===== config.mk =====
export PLATFORM = sky130hd
export DESIGN_NAME = launch_jack_servo_sequencer_flat
export DESIGN_NICKNAME = d
export VERILOG_FILES = /design/src/hw/rtl/ljss_pkg.sv /design/src/hw/rtl/ljss_in_if.sv /design/src/hw/rtl/ljss_out_if.sv /design/src/hw/rtl/launch_jack_servo_sequencer.sv /design/src/flat_wrapper.sv
export SDC_FILE = /design/constraint.sdc
export NUM_CORES = 1
export LEC_CHECK = 0
export BUFFER_PORTS_ARGS = -buffer_cell sky130_fd_sc_hd__buf_2
export CORE_MARGIN = 1
export CORE_UTILIZATION = 29
export DETAILED_ROUTE_END_ITERATION = 6
export GPL_ROUTABILITY_DRIVEN = 0
export GPL_TIMING_DRIVEN = 0
export SLEW_MARGIN = 15
export SYNTH_ARGS = -nofsm -noshare
export SYNTH_HDL_FRONTEND = slang
export SYNTH_SLANG_ARGS = --single-unit

===== constraint.sdc =====
create_clock -name clk -period 26.5 [get_ports clk]
set_input_delay 2.65 -clock clk [delete_from_list [all_inputs] [get_ports clk]]
set_output_delay 2.65 -clock clk [all_outputs]
set_load 0.02 [all_outputs]

===== src/hw/rtl/ljss_pkg.sv =====
// Shared types, codes and helper functions of the launch jack servo sequencer.
package ljss_pkg;

    // Configuration register indexes and reset values.
    localparam int unsigned CFG_IDX_W  = 2;
    localparam int unsigned CFG_DATA_W = 16;

    localparam logic [CFG_IDX_W-1:0] CFG_OPEN_DELAY   = 2'd0;
    localparam logic [CFG_IDX_W-1:0] CFG_BLINK_PERIOD = 2'd1;
    localparam logic [CFG_IDX_W-1:0] CFG_OPEN_ANGLE   = 2'd2;
    localparam logic [CFG_IDX_W-1:0] CFG_REST_ANGLE   = 2'd3;

    localparam logic [15:0] OPEN_DELAY_RST   = 16'd5000;
    localparam logic [15:0] BLINK_PERIOD_RST = 16'd300;
    localparam logic [7:0]  OPEN_ANGLE_RST   = 8'd90;
    localparam logic [7:0]  REST_ANGLE_RST   = 8'd0;

    localparam logic [7:0]  MAX_ANGLE = 8'd180;

    // Reported system state codes.
    localparam logic [2:0] SYS_OFF        = 3'd0;
    localparam logic [2:0] SYS_WAITING    = 3'd1;
    localparam logic [2:0] SYS_CALCULO    = 3'd2;
    localparam logic [2:0] SYS_EXPERIENCE = 3'd3;
    localparam logic [2:0] SYS_TIMING     = 3'd4;
    localparam logic [2:0] SYS_OPEN       = 3'd5;
    localparam logic [2:0] SYS_CLOSED     = 3'd6;

    // Mode codes.
    localparam logic [1:0] MODE_NONE  = 2'd0;
    localparam logic [1:0] MODE_CALC  = 2'd1;
    localparam logic [1:0] MODE_EXPER = 2'd2;

    // Maintenance command characters.
    localparam logic [7:0] CMD_OPEN_LC   = 8'h6F;
    localparam logic [7:0] CMD_OPEN_UC   = 8'h4F;
    localparam logic [7:0] CMD_CLOSE_LC  = 8'h63;
    localparam logic [7:0] CMD_CLOSE_UC  = 8'h43;
    localparam logic [7:0] CMD_TOGGLE_LC = 8'h74;
    localparam logic [7:0] CMD_TOGGLE_UC = 8'h54;

    typedef enum logic [5:0] {
        SEQ_WAITING    = 6'b000001,
        SEQ_CALCULO    = 6'b000010,
        SEQ_EXPERIENCE = 6'b000100,
        SEQ_TIMING     = 6'b001000,
        SEQ_OPEN       = 6'b010000,
        SEQ_CLOSED     = 6'b100000
    } seq_state_t;

    function automatic logic [2:0] seq_code(input seq_state_t s);
        logic [2:0] code;
        unique case (s)
            SEQ_WAITING:    code = SYS_WAITING;
            SEQ_CALCULO:    code = SYS_CALCULO;
            SEQ_EXPERIENCE: code = SYS_EXPERIENCE;
            SEQ_TIMING:     code = SYS_TIMING;
            SEQ_OPEN:       code = SYS_OPEN;
            SEQ_CLOSED:     code = SYS_CLOSED;
            default:        code = SYS_OFF;
        endcase
        return code;
    endfunction

    // Clamp a commanded angle to the servo's mechanical range.
    function automatic logic [7:0] sat_angle(input logic [7:0] a);
        return (a > MAX_ANGLE) ? MAX_ANGLE : a;
    endfunction

endpackage


===== src/hw/rtl/ljss_in_if.sv =====
// Tick channel interface: valid/ready handshake with the per-tick inputs.
interface ljss_in_if;
    logic        valid;
    logic        ready;
    logic [31:0] now_ms;
    logic        jack_present;
    logic        calculo_on;
    logic        experience_on;
    logic        button_rose;
    logic        command_valid;
    logic [7:0]  command_code;

    modport source (
        output valid, now_ms, jack_present, calculo_on, experience_on,
               button_rose, command_valid, command_code,
        input  ready
    );
    modport sink (
        input  valid, now_ms, jack_present, calculo_on, experience_on,
               button_rose, command_valid, command_code,
        output ready
    );
    modport monitor (
        input  valid, ready, now_ms, jack_present, calculo_on, experience_on,
               button_rose, command_valid, command_code
    );
endinterface


===== src/hw/rtl/ljss_out_if.sv =====
// Result channel interface: valid/ready handshake with the per-tick outputs.
interface ljss_out_if;
    logic       valid;
    logic       ready;
    logic [2:0] system_state;
    logic [1:0] active_mode;
    logic       servo_is_open;
    logic [7:0] servo_angle;
    logic       timer_active;
    logic       led_experience;
    logic       led_jack;

    modport source (
        output valid, system_state, active_mode, servo_is_open, servo_angle,
               timer_active, led_experience, led_jack,
        input  ready
    );
    modport sink (
        input  valid, system_state, active_mode, servo_is_open, servo_angle,
               timer_active, led_experience, led_jack,
        output ready
    );
    modport monitor (
        input  valid, ready, system_state, active_mode, servo_is_open,
               servo_angle, timer_active, led_experience, led_jack
    );
endinterface


===== src/hw/rtl/launch_jack_servo_sequencer.sv =====
// Launch jack servo sequencer: per-tick mode, timer, servo and LED control.
//
// Usage: the control loop sends one item per tick on the tick channel (time in
// ms, debounced jack/calculo/experience levels, button edge, optional command
// character). For every accepted item exactly one result item leaves on the
// result channel, in order, carrying the system state, mode, servo position,
// timer flag and both LED levels.
// An accepted item sits in the input register; when the result register is empty
// or being emptied, its result is loaded there and offered on the result channel.
// Throughput is one item per cycle while results are taken; the tick logic is a
// handful of flag updates and two 32-bit wrap-around subtract-and-compare paths,
// all settling between the input register and the result register.
// When the receiver stalls, the finished result holds in the result register
// and the input register still takes one more item; after that ready drops
// until the result is taken.
// Reset clears both channel stages, puts the sequence in the waiting state with
// the servo closed at angle 0, and loads the configuration defaults (open delay
// 5000 ms, blink period 300 ms, open angle 90, rest angle 0). Configuration is
// written through cfg_we/cfg_index/cfg_data while no item is in flight.
module launch_jack_servo_sequencer (
    input  logic                           clk,
    input  logic                           rst_n,
    input  logic                           cfg_we,
    input  logic [ljss_pkg::CFG_IDX_W-1:0] cfg_index,
    input  logic [ljss_pkg::CFG_DATA_W-1:0] cfg_data,
    ljss_in_if.sink                        tick,
    ljss_out_if.source                     result
);
    import ljss_pkg::*;

    // Configuration registers.
    logic [15:0] open_delay_reg;
    logic [15:0] blink_period_reg;
    logic [7:0]  open_angle_reg;
    logic [7:0]  rest_angle_reg;

    always_ff @(posedge clk or negedge rst_n)
    begin
        if (!rst_n)
        begin
            open_delay_reg   <= OPEN_DELAY_RST;
            blink_period_reg <= BLINK_PERIOD_RST;
            open_angle_reg   <= OPEN_ANGLE_RST;
            rest_angle_reg   <= REST_ANGLE_RST;
        end
        else if (cfg_we)
        begin
            unique case (cfg_index)
                CFG_OPEN_DELAY:   open_delay_reg   <= cfg_data[15:0];
                CFG_BLINK_PERIOD: blink_period_reg <= cfg_data[15:0];
                CFG_OPEN_ANGLE:   open_angle_reg   <= cfg_data[7:0];
                CFG_REST_ANGLE:   rest_angle_reg   <= cfg_data[7:0];
                default:          ;
            endcase
        end
    end

    // Input register stage. The tick logic fires when an item sits here and
    // the result register is empty or being emptied in this cycle.
    logic        in_vld_reg;
    logic [31:0] now_reg;
    logic        jack_reg;
    logic        calc_reg;
    logic        expe_reg;
    logic        rose_reg;
    logic        cvalid_reg;
    logic [7:0]  code_reg;
    logic        fire;
    logic        out_vld_reg;

    assign fire       = in_vld_reg && (!out_vld_reg || result.ready);
    assign tick.ready = !in_vld_reg || fire;

    always_ff @(posedge clk or negedge rst_n)
    begin
        if (!rst_n)
        begin
            in_vld_reg <= 1'b0;
        end
        else if (tick.ready)
        begin
            in_vld_reg <= tick.valid;
        end
    end

    always_ff @(posedge clk)
    begin
        if (tick.valid && tick.ready)
        begin
            now_reg    <= tick.now_ms;
            jack_reg   <= tick.jack_present;
            calc_reg   <= tick.calculo_on;
            expe_reg   <= tick.experience_on;
            rose_reg   <= tick.button_rose;
            cvalid_reg <= tick.command_valid;
            code_reg   <= tick.command_code;
        end
    end

    // Sequencer state.
    seq_state_t  seq_reg, seq_next;
    logic [1:0]  mode_reg, mode_next;
    logic        sopen_reg, sopen_next;
    logic [7:0]  angle_reg, angle_next;
    logic        trun_reg, trun_next;
    logic [31:0] tstart_reg, tstart_next;
    logic        eblink_reg, eblink_next;
    logic        jblink_reg, jblink_next;
    logic [31:0] lblink_reg, lblink_next;
    logic        phase_reg, phase_next;
    logic        led_exp_next;
    logic        led_jack_next;

    // Decoded maintenance command.
    logic cmd_open;
    logic cmd_close;
    logic cmd_toggle;
    logic flag_after_expiry;
    logic force_en;
    logic force_open;
    logic [31:0] elapsed;
    logic [31:0] blink_elapsed;

    assign cmd_open   = cvalid_reg && (code_reg == CMD_OPEN_LC   || code_reg == CMD_OPEN_UC);
    assign cmd_close  = cvalid_reg && (code_reg == CMD_CLOSE_LC  || code_reg == CMD_CLOSE_UC);
    assign cmd_toggle = cvalid_reg && (code_reg == CMD_TOGGLE_LC || code_reg == CMD_TOGGLE_UC);

    always_comb
    begin
        seq_next      = seq_reg;
        mode_next     = mode_reg;
        sopen_next    = sopen_reg;
        angle_next    = angle_reg;
        trun_next     = trun_reg;
        tstart_next   = tstart_reg;
        eblink_next   = eblink_reg;
        jblink_next   = jblink_reg;
        lblink_next   = lblink_reg;
        phase_next    = phase_reg;
        led_exp_next  = 1'b0;
        led_jack_next = 1'b0;
        flag_after_expiry = sopen_reg;
        force_en      = 1'b0;
        force_open    = 1'b0;
        elapsed       = '0;
        blink_elapsed = '0;

        if (!jack_reg)
        begin
            // Jack pulled: abort everything and close the servo if it was open.
            trun_next   = 1'b0;
            jblink_next = 1'b0;
            eblink_next = 1'b0;
            if (sopen_reg)
            begin
                sopen_next = 1'b0;
                angle_next = sat_angle(rest_angle_reg);
            end
            seq_next  = SEQ_WAITING;
            mode_next = MODE_NONE;
        end
        else
        begin
            // Mode resolution; both switches on is an error.
            if (calc_reg && expe_reg)
            begin
                jblink_next = 1'b1;
                trun_next   = 1'b0;
                eblink_next = 1'b0;
                mode_next   = MODE_NONE;
                seq_next    = SEQ_WAITING;
            end
            else
            begin
                jblink_next = 1'b0;
                priority if (calc_reg)
                begin
                    mode_next = MODE_CALC;
                    if (!trun_reg) seq_next = SEQ_CALCULO;
                end
                else if (expe_reg)
                begin
                    mode_next = MODE_EXPER;
                    if (!trun_reg) seq_next = SEQ_EXPERIENCE;
                end
                else
                begin
                    mode_next = MODE_NONE;
                    if (!trun_reg) seq_next = SEQ_WAITING;
                end
            end

            // A selected mode arms the one-shot timer once.
            if (mode_next != MODE_NONE && !trun_next && !sopen_reg)
            begin
                trun_next   = 1'b1;
                tstart_next = now_reg;
                seq_next    = SEQ_TIMING;
                eblink_next = 1'b1;
            end

            // Expiry check uses the possibly just-loaded start time, so a zero
            // delay opens the servo in the same tick.
            elapsed = now_reg - tstart_next;
            if (trun_next && (elapsed >= {16'd0, open_delay_reg}))
            begin
                trun_next   = 1'b0;
                eblink_next = 1'b0;
                sopen_next  = 1'b1;
                angle_next  = sat_angle(open_angle_reg);
                seq_next    = SEQ_OPEN;
            end
            flag_after_expiry = sopen_next;

            // The button acts first, then the command; only the last one counts,
            // but a toggle command sees the flag the button left behind.
            if (rose_reg)
            begin
                force_en   = 1'b1;
                force_open = !flag_after_expiry;
            end
            priority if (cmd_open)
            begin
                force_en   = 1'b1;
                force_open = 1'b1;
            end
            else if (cmd_close)
            begin
                force_en   = 1'b1;
                force_open = 1'b0;
            end
            else if (cmd_toggle)
            begin
                force_en   = 1'b1;
                force_open = rose_reg ? flag_after_expiry : !flag_after_expiry;
            end
            else
            begin
                force_en = force_en;
            end

            if (force_en)
            begin
                sopen_next  = force_open;
                trun_next   = 1'b0;
                eblink_next = 1'b0;
                angle_next  = sat_angle(force_open ? open_angle_reg : rest_angle_reg);
                seq_next    = force_open ? SEQ_OPEN : SEQ_CLOSED;
            end

            // Shared blink phase.
            blink_elapsed = now_reg - lblink_reg;
            if (blink_elapsed >= {16'd0, blink_period_reg})
            begin
                lblink_next = now_reg;
                phase_next  = !phase_reg;
            end

            led_jack_next = jblink_next ? phase_next : 1'b1;
            led_exp_next  = eblink_next ? phase_next : (mode_next == MODE_EXPER);
        end
    end

    always_ff @(posedge clk or negedge rst_n)
    begin
        if (!rst_n)
        begin
            seq_reg    <= SEQ_WAITING;
            mode_reg   <= MODE_NONE;
            sopen_reg  <= 1'b0;
            angle_reg  <= REST_ANGLE_RST;
            trun_reg   <= 1'b0;
            tstart_reg <= '0;
            eblink_reg <= 1'b0;
            jblink_reg <= 1'b0;
            lblink_reg <= '0;
            phase_reg  <= 1'b0;
        end
        else if (fire)
        begin
            seq_reg    <= seq_next;
            mode_reg   <= mode_next;
            sopen_reg  <= sopen_next;
            angle_reg  <= angle_next;
            trun_reg   <= trun_next;
            tstart_reg <= tstart_next;
            eblink_reg <= eblink_next;
            jblink_reg <= jblink_next;
            lblink_reg <= lblink_next;
            phase_reg  <= phase_next;
        end
    end

    // Result register.
    logic [2:0] res_state_reg;
    logic [1:0] res_mode_reg;
    logic       res_open_reg;
    logic [7:0] res_angle_reg;
    logic       res_timer_reg;
    logic       res_led_exp_reg;
    logic       res_led_jack_reg;

    always_ff @(posedge clk or negedge rst_n)
    begin
        if (!rst_n)
        begin
            out_vld_reg <= 1'b0;
        end
        else if (fire)
        begin
            out_vld_reg <= 1'b1;
        end
        else if (result.ready)
        begin
            out_vld_reg <= 1'b0;
        end
    end

    always_ff @(posedge clk)
    begin
        if (fire)
        begin
            res_state_reg    <= seq_code(seq_next);
            res_mode_reg     <= mode_next;
            res_open_reg     <= sopen_next;
            res_angle_reg    <= angle_next;
            res_timer_reg    <= trun_next;
            res_led_exp_reg  <= led_exp_next;
            res_led_jack_reg <= led_jack_next;
        end
    end

    assign result.valid          = out_vld_reg;
    assign result.system_state   = res_state_reg;
    assign result.active_mode    = res_mode_reg;
    assign result.servo_is_open  = res_open_reg;
    assign result.servo_angle    = res_angle_reg;
    assign result.timer_active   = res_timer_reg;
    assign result.led_experience = res_led_exp_reg;
    assign result.led_jack       = res_led_jack_reg;

endmodule


===== src/flat_wrapper.sv =====
// flat-port wrapper written by rule: the top's interface ports become plain ports
module launch_jack_servo_sequencer_flat import ljss_pkg::*;
  (clk, rst_n, cfg_we, cfg_index, cfg_data, tick_valid, tick_now_ms, tick_jack_present, tick_calculo_on, tick_experience_on, tick_button_rose, tick_command_valid, tick_command_code, tick_ready, result_valid, result_system_state, result_active_mode, result_servo_is_open, result_servo_angle, result_timer_active, result_led_experience, result_led_jack, result_ready);
  ljss_in_if tick_i ();
  ljss_out_if result_i ();
  input  logic clk;
  input  logic rst_n;
  input  logic cfg_we;
  input  logic [ljss_pkg::CFG_IDX_W-1:0] cfg_index;
  input  logic [ljss_pkg::CFG_DATA_W-1:0] cfg_data;
  input wire logic [$bits(tick_i.valid)-1:0] tick_valid;
  input wire logic [$bits(tick_i.now_ms)-1:0] tick_now_ms;
  input wire logic [$bits(tick_i.jack_present)-1:0] tick_jack_present;
  input wire logic [$bits(tick_i.calculo_on)-1:0] tick_calculo_on;
  input wire logic [$bits(tick_i.experience_on)-1:0] tick_experience_on;
  input wire logic [$bits(tick_i.button_rose)-1:0] tick_button_rose;
  input wire logic [$bits(tick_i.command_valid)-1:0] tick_command_valid;
  input wire logic [$bits(tick_i.command_code)-1:0] tick_command_code;
  output wire logic [$bits(tick_i.ready)-1:0] tick_ready;
  output wire logic [$bits(result_i.valid)-1:0] result_valid;
  output wire logic [$bits(result_i.system_state)-1:0] result_system_state;
  output wire logic [$bits(result_i.active_mode)-1:0] result_active_mode;
  output wire logic [$bits(result_i.servo_is_open)-1:0] result_servo_is_open;
  output wire logic [$bits(result_i.servo_angle)-1:0] result_servo_angle;
  output wire logic [$bits(result_i.timer_active)-1:0] result_timer_active;
  output wire logic [$bits(result_i.led_experience)-1:0] result_led_experience;
  output wire logic [$bits(result_i.led_jack)-1:0] result_led_jack;
  input wire logic [$bits(result_i.ready)-1:0] result_ready;
  assign tick_i.valid = tick_valid;
  assign tick_i.now_ms = tick_now_ms;
  assign tick_i.jack_present = tick_jack_present;
  assign tick_i.calculo_on = tick_calculo_on;
  assign tick_i.experience_on = tick_experience_on;
  assign tick_i.button_rose = tick_button_rose;
  assign tick_i.command_valid = tick_command_valid;
  assign tick_i.command_code = tick_command_code;
  assign tick_ready = tick_i.ready;
  assign result_valid = result_i.valid;
  assign result_system_state = result_i.system_state;
  assign result_active_mode = result_i.active_mode;
  assign result_servo_is_open = result_i.servo_is_open;
  assign result_servo_angle = result_i.servo_angle;
  assign result_timer_active = result_i.timer_active;
  assign result_led_experience = result_i.led_experience;
  assign result_led_jack = result_i.led_jack;
  assign result_i.ready = result_ready;
  launch_jack_servo_sequencer u_core (.clk(clk), .rst_n(rst_n), .cfg_we(cfg_we), .cfg_index(cfg_index), .cfg_data(cfg_data), .tick(tick_i), .result(result_i));
endmodule

==> results of run 1 <==
## area by class of cell
class / instances / area (µm²) / share of cell area
tap: 592 / 741 / 0.0496
clock inverter: 9 / 88.8 / 0.00595
timing repair buffer: 87 / 490 / 0.0329
multi-input combinational: 1034 / 7360 / 0.493
sequential: 193 / 5150 / 0.345
inverter: 100 / 375 / 0.0252
buffer: 52 / 214 / 0.0143
clock buffer: 23 / 499 / 0.0335
## layout by cell type (no fill, tap or decap), types with 5 or more instances in the layout
cell type    n
xnor2_1     21
nand3_1     23
ha_1        95
a221oi_1     5
nand4_1     19
o21bai_1    10
and3_1       6
mux2_2      69
nand2b_1    24
and2_1       6
nor3_1      28
a21o_1      36
a21boi_0     6
clkbuf_1    42
clkbuf_16   18
dfrtp_1    118
nand3b_1     8
buf_2       89
edfxtp_1    61
a211oi_1    10
xor2_1      21
nor2b_1     12
inv_1       99
nor4_1      13
nor3b_1      5
o21ai_0     78
nor2_1     107
o21a_1      13
dfstp_2     14
o31ai_1     13
a21oi_1    125
a211o_1      6
mux2i_1     42
nand2_1    104
or3_1        6
o211ai_1     7
a31oi_1     12
o21ai_1      5
## tightest hold or removal path, cell delays in order, from the launching register on
cell,delay [ps]
dfrtp_1,350
nand2_1,50
o31ai_1,50
## layer usage
layer | vias to the layer above | GRT usage | part of all wire | wire length (µm)
met1 | 5270 | 0.215 | 0.47 | 17000
li1 | 5251 | - | - | -
met5 | - | 0 | 0 | 0
met3 | 46 | 0.0265 | 0.051 | 1830
met2 | 346 | 0.260 | 0.46 | 16700
met4 | 0 | 0.0498 | 0.016 | 589
## worst paths after layout
check                                              start                                      to  slack (ps)
max                            u_core.expe_reg$_DFFE_PP_  u_core.result.servo_angle[0]$_DFFE_PP_       15770
min reg2reg                u_core.seq_reg[1]$_DFFE_PN0P_           u_core.seq_reg[1]$_DFFE_PN0P_         490
max reg2reg                    u_core.expe_reg$_DFFE_PP_  u_core.result.servo_angle[0]$_DFFE_PP_       15770
max in group asynchronous                          rst_n    u_core.open_angle_reg[4]$_DFFE_PN1P_       23620
min in group asynchronous                          rst_n           u_core.in_vld_reg$_DFFE_PN0N_        2100
min                        u_core.seq_reg[1]$_DFFE_PN0P_           u_core.seq_reg[1]$_DFFE_PN0P_         490
## logic make-up (layout without fill, tap and decap cells)
family / count (synthesis) / count (layout)
adders and majority gates: 100 / 100
AOI/OAI and AO/OA: 391 / 391
buffers and inverters: 152 / 271
DFF: 193 / 193
xor gates and xnor gates: 43 / 43
and+or+nand+nor: 389 / 389
muxes: 111 / 111
## power groups by stage
stage / Clock, mW / Sequential [mW] / Combinational [mW]
after detailed placement: 0 / 0.420 / 0.602
after global routing: 0.282 / 0.422 / 0.683
after CTS: 0.270 / 0.414 / 0.606
final: 0.261 / 0.415 / 0.609
after global placement: 0 / 0.417 / 0.588
after floorplan: 0 / 0.411 / 0.458
==> qor.txt, run 1 <==
Critical Path RT - 26810 ps
Synth Area in Simple Gates - 0.147
Num ports - 87
CP top delay family - compound AO/OA/AOI/OAI gates
Area grow syn2layout - 13.9%
Fin nets - 1650
Combinational share of power - 0.474
Via-per-instance ratio - 5.22
Setup repair bufs after CTS - 0
Port Buffers - 85
Slew Limit Fails - 0
CP Launch Type - flop
CP max FO - 10
Sw Share - 0.407
#FFs+latches synth - 193
WP data arrival - 11030 ps
Total grt overflow - 0
Vias - 10900
Synth Instances - 1379
Clk sinks - 193
Routed WL - 36100 µm
Total power - 1.28 mW
First DRT Iteration DRCs - 905
Synth top cells by count - 125 x a21oi_1, 118 x dfrtp_1, 107 x nor2_1
Yosys top cell area share - 0.225
Final Hold Slack - 487 ps
Fin. Hold Viols - 0
# rows - 77
Die height - 215 µm
CP peak stage delay - 660 ps
Hold path depth - 2
Initial Utilization - 0.295
Pre-Repair DR Iteration Count - 5
FFs w/ async S/R, synth - 0.684
WS Path Type - flop to flop
Yosys warns - 0
Worst vdd ir - 39.2 µV
Hold Path Class - flop to flop
CTS max path bufs - 2
Die area - 0.0460 mm²
Cell repeated most along the worst path - a21oi_1
Syn_nets - 1544
Critical path depth in cells - 41
Peak Freq - 93.2 MHz
Vias in the first global route - 10700
Synth Flop Type - dfrtp_1
Post-synthesis adder-cell area fraction - 0.0962
Leakage - 6.39 nW
Drt wl/cell - 17.3 µm
Tmin final - 10730 ps
Total negative slack - 0 ps
Die width - 215 µm
Mux cell area share after synthesis - 0.0914
Most common cell in the netlist - a21oi_1
Max Clock Skew - 13.9 ps
Setup ws final - 15770 ps
First-pass GRT wire length - 58200 µm
Pwr/cell area - 86.1 mW/mm²
Clk pin slew, worst setup/hold paths - 70 ps
Number of antenna violations at the first check in global routing - 0
XOR/XNOR share of the synthesized area - 0.0293
Post-route ant nets - 0
Switching Power - 0.523 mW
Final core occ - 0.336
EDFF count, synth - 61
Clock share of power - 0.203
GRT Total Usage - 0.160
Synth top area cells - dfrtp_1 23%, edfxtp_1 14%, ha_1 9.1%
Cts hold-fix bufs - 0
CTS tree - yes
Setup violators final - 0
Slowest cell on crit path - buf_1
Period utilisation layout - 0.405
Main combinational cell family by area after synthesis - compound AO/OA/AOI/OAI gates
Max_slew headroom - 0.223
Placed Area - 0.0143 mm²
Core Footprint - 0.0444 mm²
Setup WS pre-CTS - 15930 ps
Fraction of layout cells with a size suffix above 1 - 0.158
Max-cap violation count - 0
Clk root buf - clkbuf_16
Clock latency on the worst-skew pair - 470 ps
Sequential fraction of the synthesis area - 0.393
Synth Area in Compound Gates - 0.198
Status - finished, final reports clean
Setup repair after global routing missed its margin - false
Buf/Inv on CP - 6
ANT cells - 0
Post-placement cell count - 2058
Internal power - 0.761 mW
PostCTS Resize Cnt - 0
Actual slew at the worst max-slew pin - 1150 ps
Synth cell types - 98
Largest net degree at the start of global routing - 69
Number of H-tree levels - 4
Mean Syn Cell Area - 9.50 µm²
Final Cell Area - 0.0149 mm²
TritonCTS Buffers - 17
Detailed placement HPWL - 27900 µm
Non-Filler Instances - 2090
Synth area leader - dfrtp_1
Register-to-Register Path Depth - 41
Crit path capture type - flop
Share of power burned in registers - 0.323
Layout filler cell count - 4584
Synthesized cell area - 0.0131 mm²
DRC violations left - 0
Power figures use the tool's default switching activity.
==> inputs of run 2 (changes only) <==
==> constraint.sdc (replaced) <==
create_clock -name clk -period 10.8 [get_ports clk]
set_input_delay 1.08 -clock clk [delete_from_list [all_inputs] [get_ports clk]]
set_output_delay 1.08 -clock clk [all_outputs]
set_load 0.02 [all_outputs]
==> run 2 against run 1 <==
Design area is essentially flat. Sequential cell count is the same. Final cell count about the same. Die area did not move. Non-clock buffer count down 1. Global-route usage is the same. Critical endpoint unchanged. Largest cell class unchanged.
==> qor.txt, run 2 (synthesis gave the netlist of run 1 again) <==
Worst vdd ir - 96.4 µV
Clk pin slew, worst setup/hold paths - 70 ps
Die height - 215 µm
First-pass GRT wire length - 58200 µm
Core Footprint - 0.0444 mm²
ANT cells - 0
Worst r2r src - u_core.expe_reg$_DFFE_PP_
Crit path capture type - flop
Share of power burned in registers - 0.323
Peak Freq - 100 MHz
CTS tree - yes
TritonCTS Buffers - 17
Pre-Repair DR Iteration Count - 5
Port Buffers - 85
First DRT Iteration DRCs - 959
Switching Power - 1.28 mW
CP Launch Type - flop
Via-per-instance ratio - 5.19
Cell repeated most along the worst path - a21oi_1
Hold path depth - 2
# rows - 77
Pwr/cell area - 211 mW/mm²
Worst reg2reg path endpoint - u_core.result.servo_angle[0]$_DFFE_PP_
Commonest non-fill, non-tap cell in the layout - a21oi_1
Drt wl/cell - 17.2 µm
Setup repair after global routing missed its margin - false
Critical Path RT - 11110 ps
Vias in the first global route - 10700
Routed WL - 36000 µm
Clk sinks - 193
Max_slew headroom - 0.205
Fin. Hold Viols - 0
Worst Hold Endpoint - u_core.seq_reg[1]$_DFFE_PN0P_
CP peak stage delay - 590 ps
Area grow syn2layout - 13.9%
Setup violators final - 0
Total grt overflow - 0
Period utilisation layout - 0.926
Die width - 215 µm
Largest net degree at the start of global routing - 69
Hold Path Origin - u_core.seq_reg[1]$_DFFE_PN0P_
CTS max path bufs - 2
Status - finished, final reports clean
Layout filler cell count - 4585
Sw Share - 0.408
Total power - 3.15 mW
Clk root buf - clkbuf_16
Slowest cell on crit path - buf_1
Initial Utilization - 0.295
Most frequent cells in the layout - 125 x a21oi_1, 118 x dfrtp_1, 107 x nor2_1
DRC violations left - 0
Cts hold-fix bufs - 0
Reg2Reg Setup Slack - 800 ps
WP data arrival - 10310 ps
Fin nets - 1649
Fraction of layout cells with a size suffix above 1 - 0.158
Detailed placement HPWL - 27900 µm
Slew Limit Fails - 0
Leakage - 6.39 nW
Die area - 0.0460 mm²
Total negative slack - 0 ps
Actual slew at the worst max-slew pin - 1180 ps
CP max FO - 10
Number of antenna violations at the first check in global routing - 0
Max-cap violation count - 0
WS Path Type - flop to flop
Post-route ant nets - 0
Number of H-tree levels - 4
Clock share of power - 0.203
Combinational share of power - 0.474
Vias - 10900
Max Clock Skew - 13.1 ps
Tmin final - 10000 ps
Clock latency on the worst-skew pair - 470 ps
Num ports - 87
Register-to-Register Path Depth - 40
Internal power - 1.87 mW
GRT Total Usage - 0.160
Hold Path Class - flop to flop
## run 2: cell types whose count changed in the layout (fill, tap and decap cells not counted)
| cell | previous run | this run |
|---|---|---|
| clkbuf_1 | 42 | 41 |
| buf_1 | 4 | 3 |
| clkbuf_2 | 1 | 2 |
## run 2: metrics by stage
step | instances | cell area (µm²) | worst slack (ps) | hold slack (ps) | util
after floorplan | 1379 | 13100 | 2120 | 449 | -
after global placement | 2056 | 14300 | 284 | 469 | 0.321
after detailed placement | 2058 | 14300 | 226 | 472 | 0.323
after CTS | 2090 | 14900 | 162 | 489 | 0.336
after global routing | 2089 | 14900 | 70.7 | 516 | 0.336
final | 2089 | 14900 | 798 | 491 | 0.336
## run 2: repair_timing
action                                  CTS  global route
gates resized for setup                   0             1
buffers inserted                          0             0
endpoints found under the setup margin    0            20
## run 2: how the worst max path moves through the flow
| stage | startpoint | endpoint | slack (ps) | cells past startpoint |
|---|---|---|---|---|
| CTS | u_core.expe_reg$_DFFE_PP_ | u_core.result.servo_angle[0]$_DFFE_PP_ | 160 | 41 |
| global route | u_core.calc_reg$_DFFE_PP_ | u_core.result.servo_angle[0]$_DFFE_PP_ | 70 | 40 |
| floorplan | u_core.expe_reg$_DFFE_PP_ | u_core.result.servo_angle[3]$_DFFE_PP_ | 2120 | 40 |
| finish | u_core.expe_reg$_DFFE_PP_ | u_core.result.servo_angle[0]$_DFFE_PP_ | 800 | 40 |
| detailed placement | u_core.expe_reg$_DFFE_PP_ | u_core.result.servo_angle[0]$_DFFE_PP_ | 230 | 41 |
| global placement | u_core.expe_reg$_DFFE_PP_ | u_core.result.servo_angle[0]$_DFFE_PP_ | 280 | 41 |
## run 2: metal layers
metal,routed length [µm],track usage
met1,17000,0.215
met2,16800,0.260
met3,1730,0.0265
met4,535,0.0498
met5,0,0
## run 2: area by class of cell
class	count	area, µm²	share of cell area
plain buffers	51	211	0.0142
clock buffers	23	499	0.0335
clock inverters	9	88.8	0.00596
inverters	100	375	0.0252
multi-input cells	1034	7360	0.493
flip-flops and latches	193	5150	0.345
well taps	592	741	0.0497
repair buffers	87	490	0.0329
## run 2: worst max-delay path: cells and delay by family, from the launching register on
family,cells,cell delay (ps)
adder cells (fa/ha/maj),4,1070
flip-flops,1,440
buffers and inverters,4,1450
AO/OA/AOI/OAI,16,3820
multiplexers,2,620
AND/OR/NAND/NOR,14,2430
## run 2: power groups by stage
stage               combinational (mW)  sequential, mW  clock, mW
finish                            1.50            1.02      0.640
global route                      1.68            1.04      0.691
CTS                               1.49            1.02      0.664
detailed placement                1.48            1.03          0
global placement                  1.44            1.02          0
floorplan                         1.12            1.01          0
==> inputs of run 3 (changes only) <==
--- a/config.mk
+++ b/config.mk
@@ -5,12 +5,14 @@
 export SDC_FILE = /design/constraint.sdc
 export NUM_CORES = 1
 export LEC_CHECK = 0
+export ABC_AREA = 1
 export BUFFER_PORTS_ARGS = -buffer_cell sky130_fd_sc_hd__buf_2
 export CORE_MARGIN = 1
 export CORE_UTILIZATION = 29
 export DETAILED_ROUTE_END_ITERATION = 6
 export GPL_ROUTABILITY_DRIVEN = 0
 export GPL_TIMING_DRIVEN = 0
+export PLACE_DENSITY = 0.42
 export SLEW_MARGIN = 15
 export SYNTH_ARGS = -nofsm -noshare
 export SYNTH_HDL_FRONTEND = slang
==> constraint.sdc (replaced) <==
create_clock -name clk -period 10.8 [get_ports clk]
set_input_delay 0 -clock clk [delete_from_list [all_inputs] [get_ports clk]]
set_output_delay 0 -clock clk [all_outputs]
set_load 0.02 [all_outputs]
==> run 3 against run 2 <==
Die area decreased by 0.98%. Clock-buffer cell count decreased by 3. Power increased by 19%. Utilization increased by 1.6 points. Final cell count increased by 20%. Clock power increased by 5.9%. Clock skew increased by 1.7 ps. Register-to-register slack improved by 1200 ps. Sequential cell count unchanged. Design area increased by 4.2%. Via count increased by 9.4%. Highest routed layer unchanged.
==> qor.txt, run 3 <==
Vias in the first global route - 11800
Yosys warns - 0
Synthesized cell area - 0.0130 mm²
Drt wl/cell - 16.5 µm
Buf/Inv on CP - 8
CP Launch Type - flop
Synth area leader - dfrtp_1
Clk pin slew, worst setup/hold paths - 70 ps
Period utilisation layout - 0.811
Slew Limit Fails - 0
# rows - 77
CP max FO - 10
CTS tree - yes
Yosys top cell area share - 0.228
Cell repeated most along the worst path - nand2_1
Pwr/cell area - 242 mW/mm²
Setup violators final - 0
Die width - 213 µm
Mean Syn Cell Area - 7.49 µm²
WS Path Type - flop to flop
Clk root buf - clkbuf_16
Synth Flop Type - dfrtp_1
Status - finished, final reports clean
Max Clock Skew - 14.8 ps
Via-per-instance ratio - 4.71
Peak Freq - 114 MHz
Clock latency on the worst-skew pair - 500 ps
Synth cell types - 48
TritonCTS Buffers - 17
CP peak stage delay - 530 ps
Actual slew at the worst max-slew pin - 978 ps
Max_slew headroom - 0.346
FFs w/ async S/R, synth - 0.684
Total power - 3.76 mW
Initial Utilization - 0.294
Post-route ant nets - 0
Layout filler cell count - 4796
Die area - 0.0456 mm²
CP top delay family - simple AND/OR/NAND/NOR gates
Detailed placement HPWL - 32700 µm
Routed WL - 41500 µm
Fraction of layout cells with a size suffix above 1 - 0.0920
Pre-Repair DR Iteration Count - 5
Num ports - 87
Fin nets - 2076
#FFs+latches synth - 193
Largest net degree at the start of global routing - 95
Area grow syn2layout - 19.8%
Total negative slack - 0 ps
Final Hold Slack - 210 ps
Number of antenna violations at the first check in global routing - 0
Die height - 213 µm
Vias - 11900
Port Buffers - 85
Synth top area cells - dfrtp_1 23%, edfxtp_1 14%, nand2_1 13%
Most common cell in the netlist - nand2_1
Total grt overflow - 0
Synth Instances - 1732
Synth top cells by count - 462 x nand2_1, 260 x inv_1, 207 x o21ai_0
Crit path capture type - flop
PostCTS Resize Cnt - 0
Hold Path Class - input port to flop
Setup repair after global routing missed its margin - false
Final core occ - 0.352
Commonest non-fill, non-tap cell in the layout - nand2_1
Leakage - 7.52 nW
Sequential fraction of the synthesis area - 0.397
First DRT Iteration DRCs - 587
Slowest cell on crit path - clkbuf_1
Clk sinks - 193
Tmin final - 8760 ps
Syn_nets - 1897
First-pass GRT wire length - 65600 µm
Fin. Hold Viols - 0
DRC violations left - 0
Critical Path RT - 11120 ps
GRT Total Usage - 0.191
Max-cap violation count - 0
Number of H-tree levels - 4
WP data arrival - 9080 ps
Core Footprint - 0.0441 mm²
Most frequent cells in the layout - 462 x nand2_1, 259 x inv_1, 207 x o21ai_0
Worst vdd ir - 118 µV
CTS max path bufs - 2
EDFF count, synth - 61
## run 3: changes by cell type after synthesis, sizes merged, moves of 33 or more
cell   change
nand2    +369
nand3     +66
a21o      -33
mux2i     -42
o21ai    +131
mux2      -69
inv      +164
## run 3: final cells by class
class | count | area (µm²) | share of cell area
clock inverters | 12 | 138 | 0.00886
diodes | 1 | 2.50 | 0.000161
clock buffers | 20 | 478 | 0.0308
plain buffers | 37 | 170 | 0.0110
well taps | 592 | 741 | 0.0477
multi-input cells | 1235 | 6640 | 0.427
repair buffers | 160 | 1210 | 0.0781
flip-flops and latches | 193 | 5150 | 0.332
inverters | 267 | 1000 | 0.0645
## run 3: through the flow
stage / area [µm²] / setup WS (ps) / std cells
CTS: 15500 / 1910 / 2516
global route: 15500 / 1070 / 2516
finish: 15500 / 2040 / 2517
floorplan: 13000 / 4400 / 1732
detailed placement: 14200 / 1990 / 2411
global placement: 14100 / 1920 / 2409
## run 3: cells by family (layout without fill, tap and decap cells)
group / after synthesis / count (layout) / synth area share
AND/OR/NAND/NOR: 730 / 730 / 0.239
AO/OA/AOI/OAI: 365 / 365 / 0.150
buffers and inverters: 304 / 496 / 0.0904
flip-flops: 193 / 193 / 0.397
adder cells (fa/ha/maj): 97 / 97 / 0.0948
XOR/XNOR: 43 / 43 / 0.0290
other: 0 / 1 / 0
## run 3: path summary, 6_finish.rpt
kind / end / depth (start not counted) / slack, ps / from
worst max-delay path: u_core.result.servo_angle[1]$_DFFE_PP_ / 46 / 2040 / u_core.expe_reg$_DFFE_PP_
worst min-delay path: u_core.now_reg[4]$_DFFE_PP_ / 2 / 210 / tick_now_ms[4]
worst max register to register: u_core.result.servo_angle[1]$_DFFE_PP_ / 46 / 2040 / u_core.expe_reg$_DFFE_PP_
worst min register to register: u_core.tstart_reg[4]$_DFFE_PN0P_ / 2 / 480 / u_core.tstart_reg[4]$_DFFE_PN0P_
min in group asynchronous: u_core.angle_reg[3]$_DFFE_PN0P_ / 3 / 490 / rst_n
max in group asynchronous: u_core.angle_reg[0]$_DFFE_PN0P_ / 4 / 8680 / rst_n
## run 3: repair_timing
action | CTS | global route
endpoints found under the hold margin | 215 | 0
hold buffers | 73 | 0
buffers inserted | 0 | 0
## run 3: per-layer routing
metal | share of wire | vias up | track usage | wire (µm)
met2 | 0.46 | 201 | 0.310 | 19000
met1 | 0.49 | 5565 | 0.257 | 20200
li1 | - | 6049 | - | -
met3 | 0.028 | 52 | 0.0309 | 1180
met5 | 0 | - | 0 | 0
met4 | 0.026 | 0 | 0.0690 | 1090
## run 3: worst register-to-register path, delay by kind of cell, from the launching register on
kind                     cells  cell delay (ps)
AND/OR/NAND/NOR             22             2820
AO/OA/AOI/OAI               11             2030
buffers and inverters        8             1990
adder cells (fa/ha/maj)      4             1120
flip-flops                   1              430
XOR/XNOR                     1              200
## run 3: power breakdown
group / total, mW / internal, mW / leakage (nW) / switching [mW]
Combinational: 2.02 / 0.720 / 5.00 / 1.30
Clock: 0.678 / 0.353 / 0.305 / 0.325
Sequential: 1.06 / 0.943 / 2.22 / 0.113
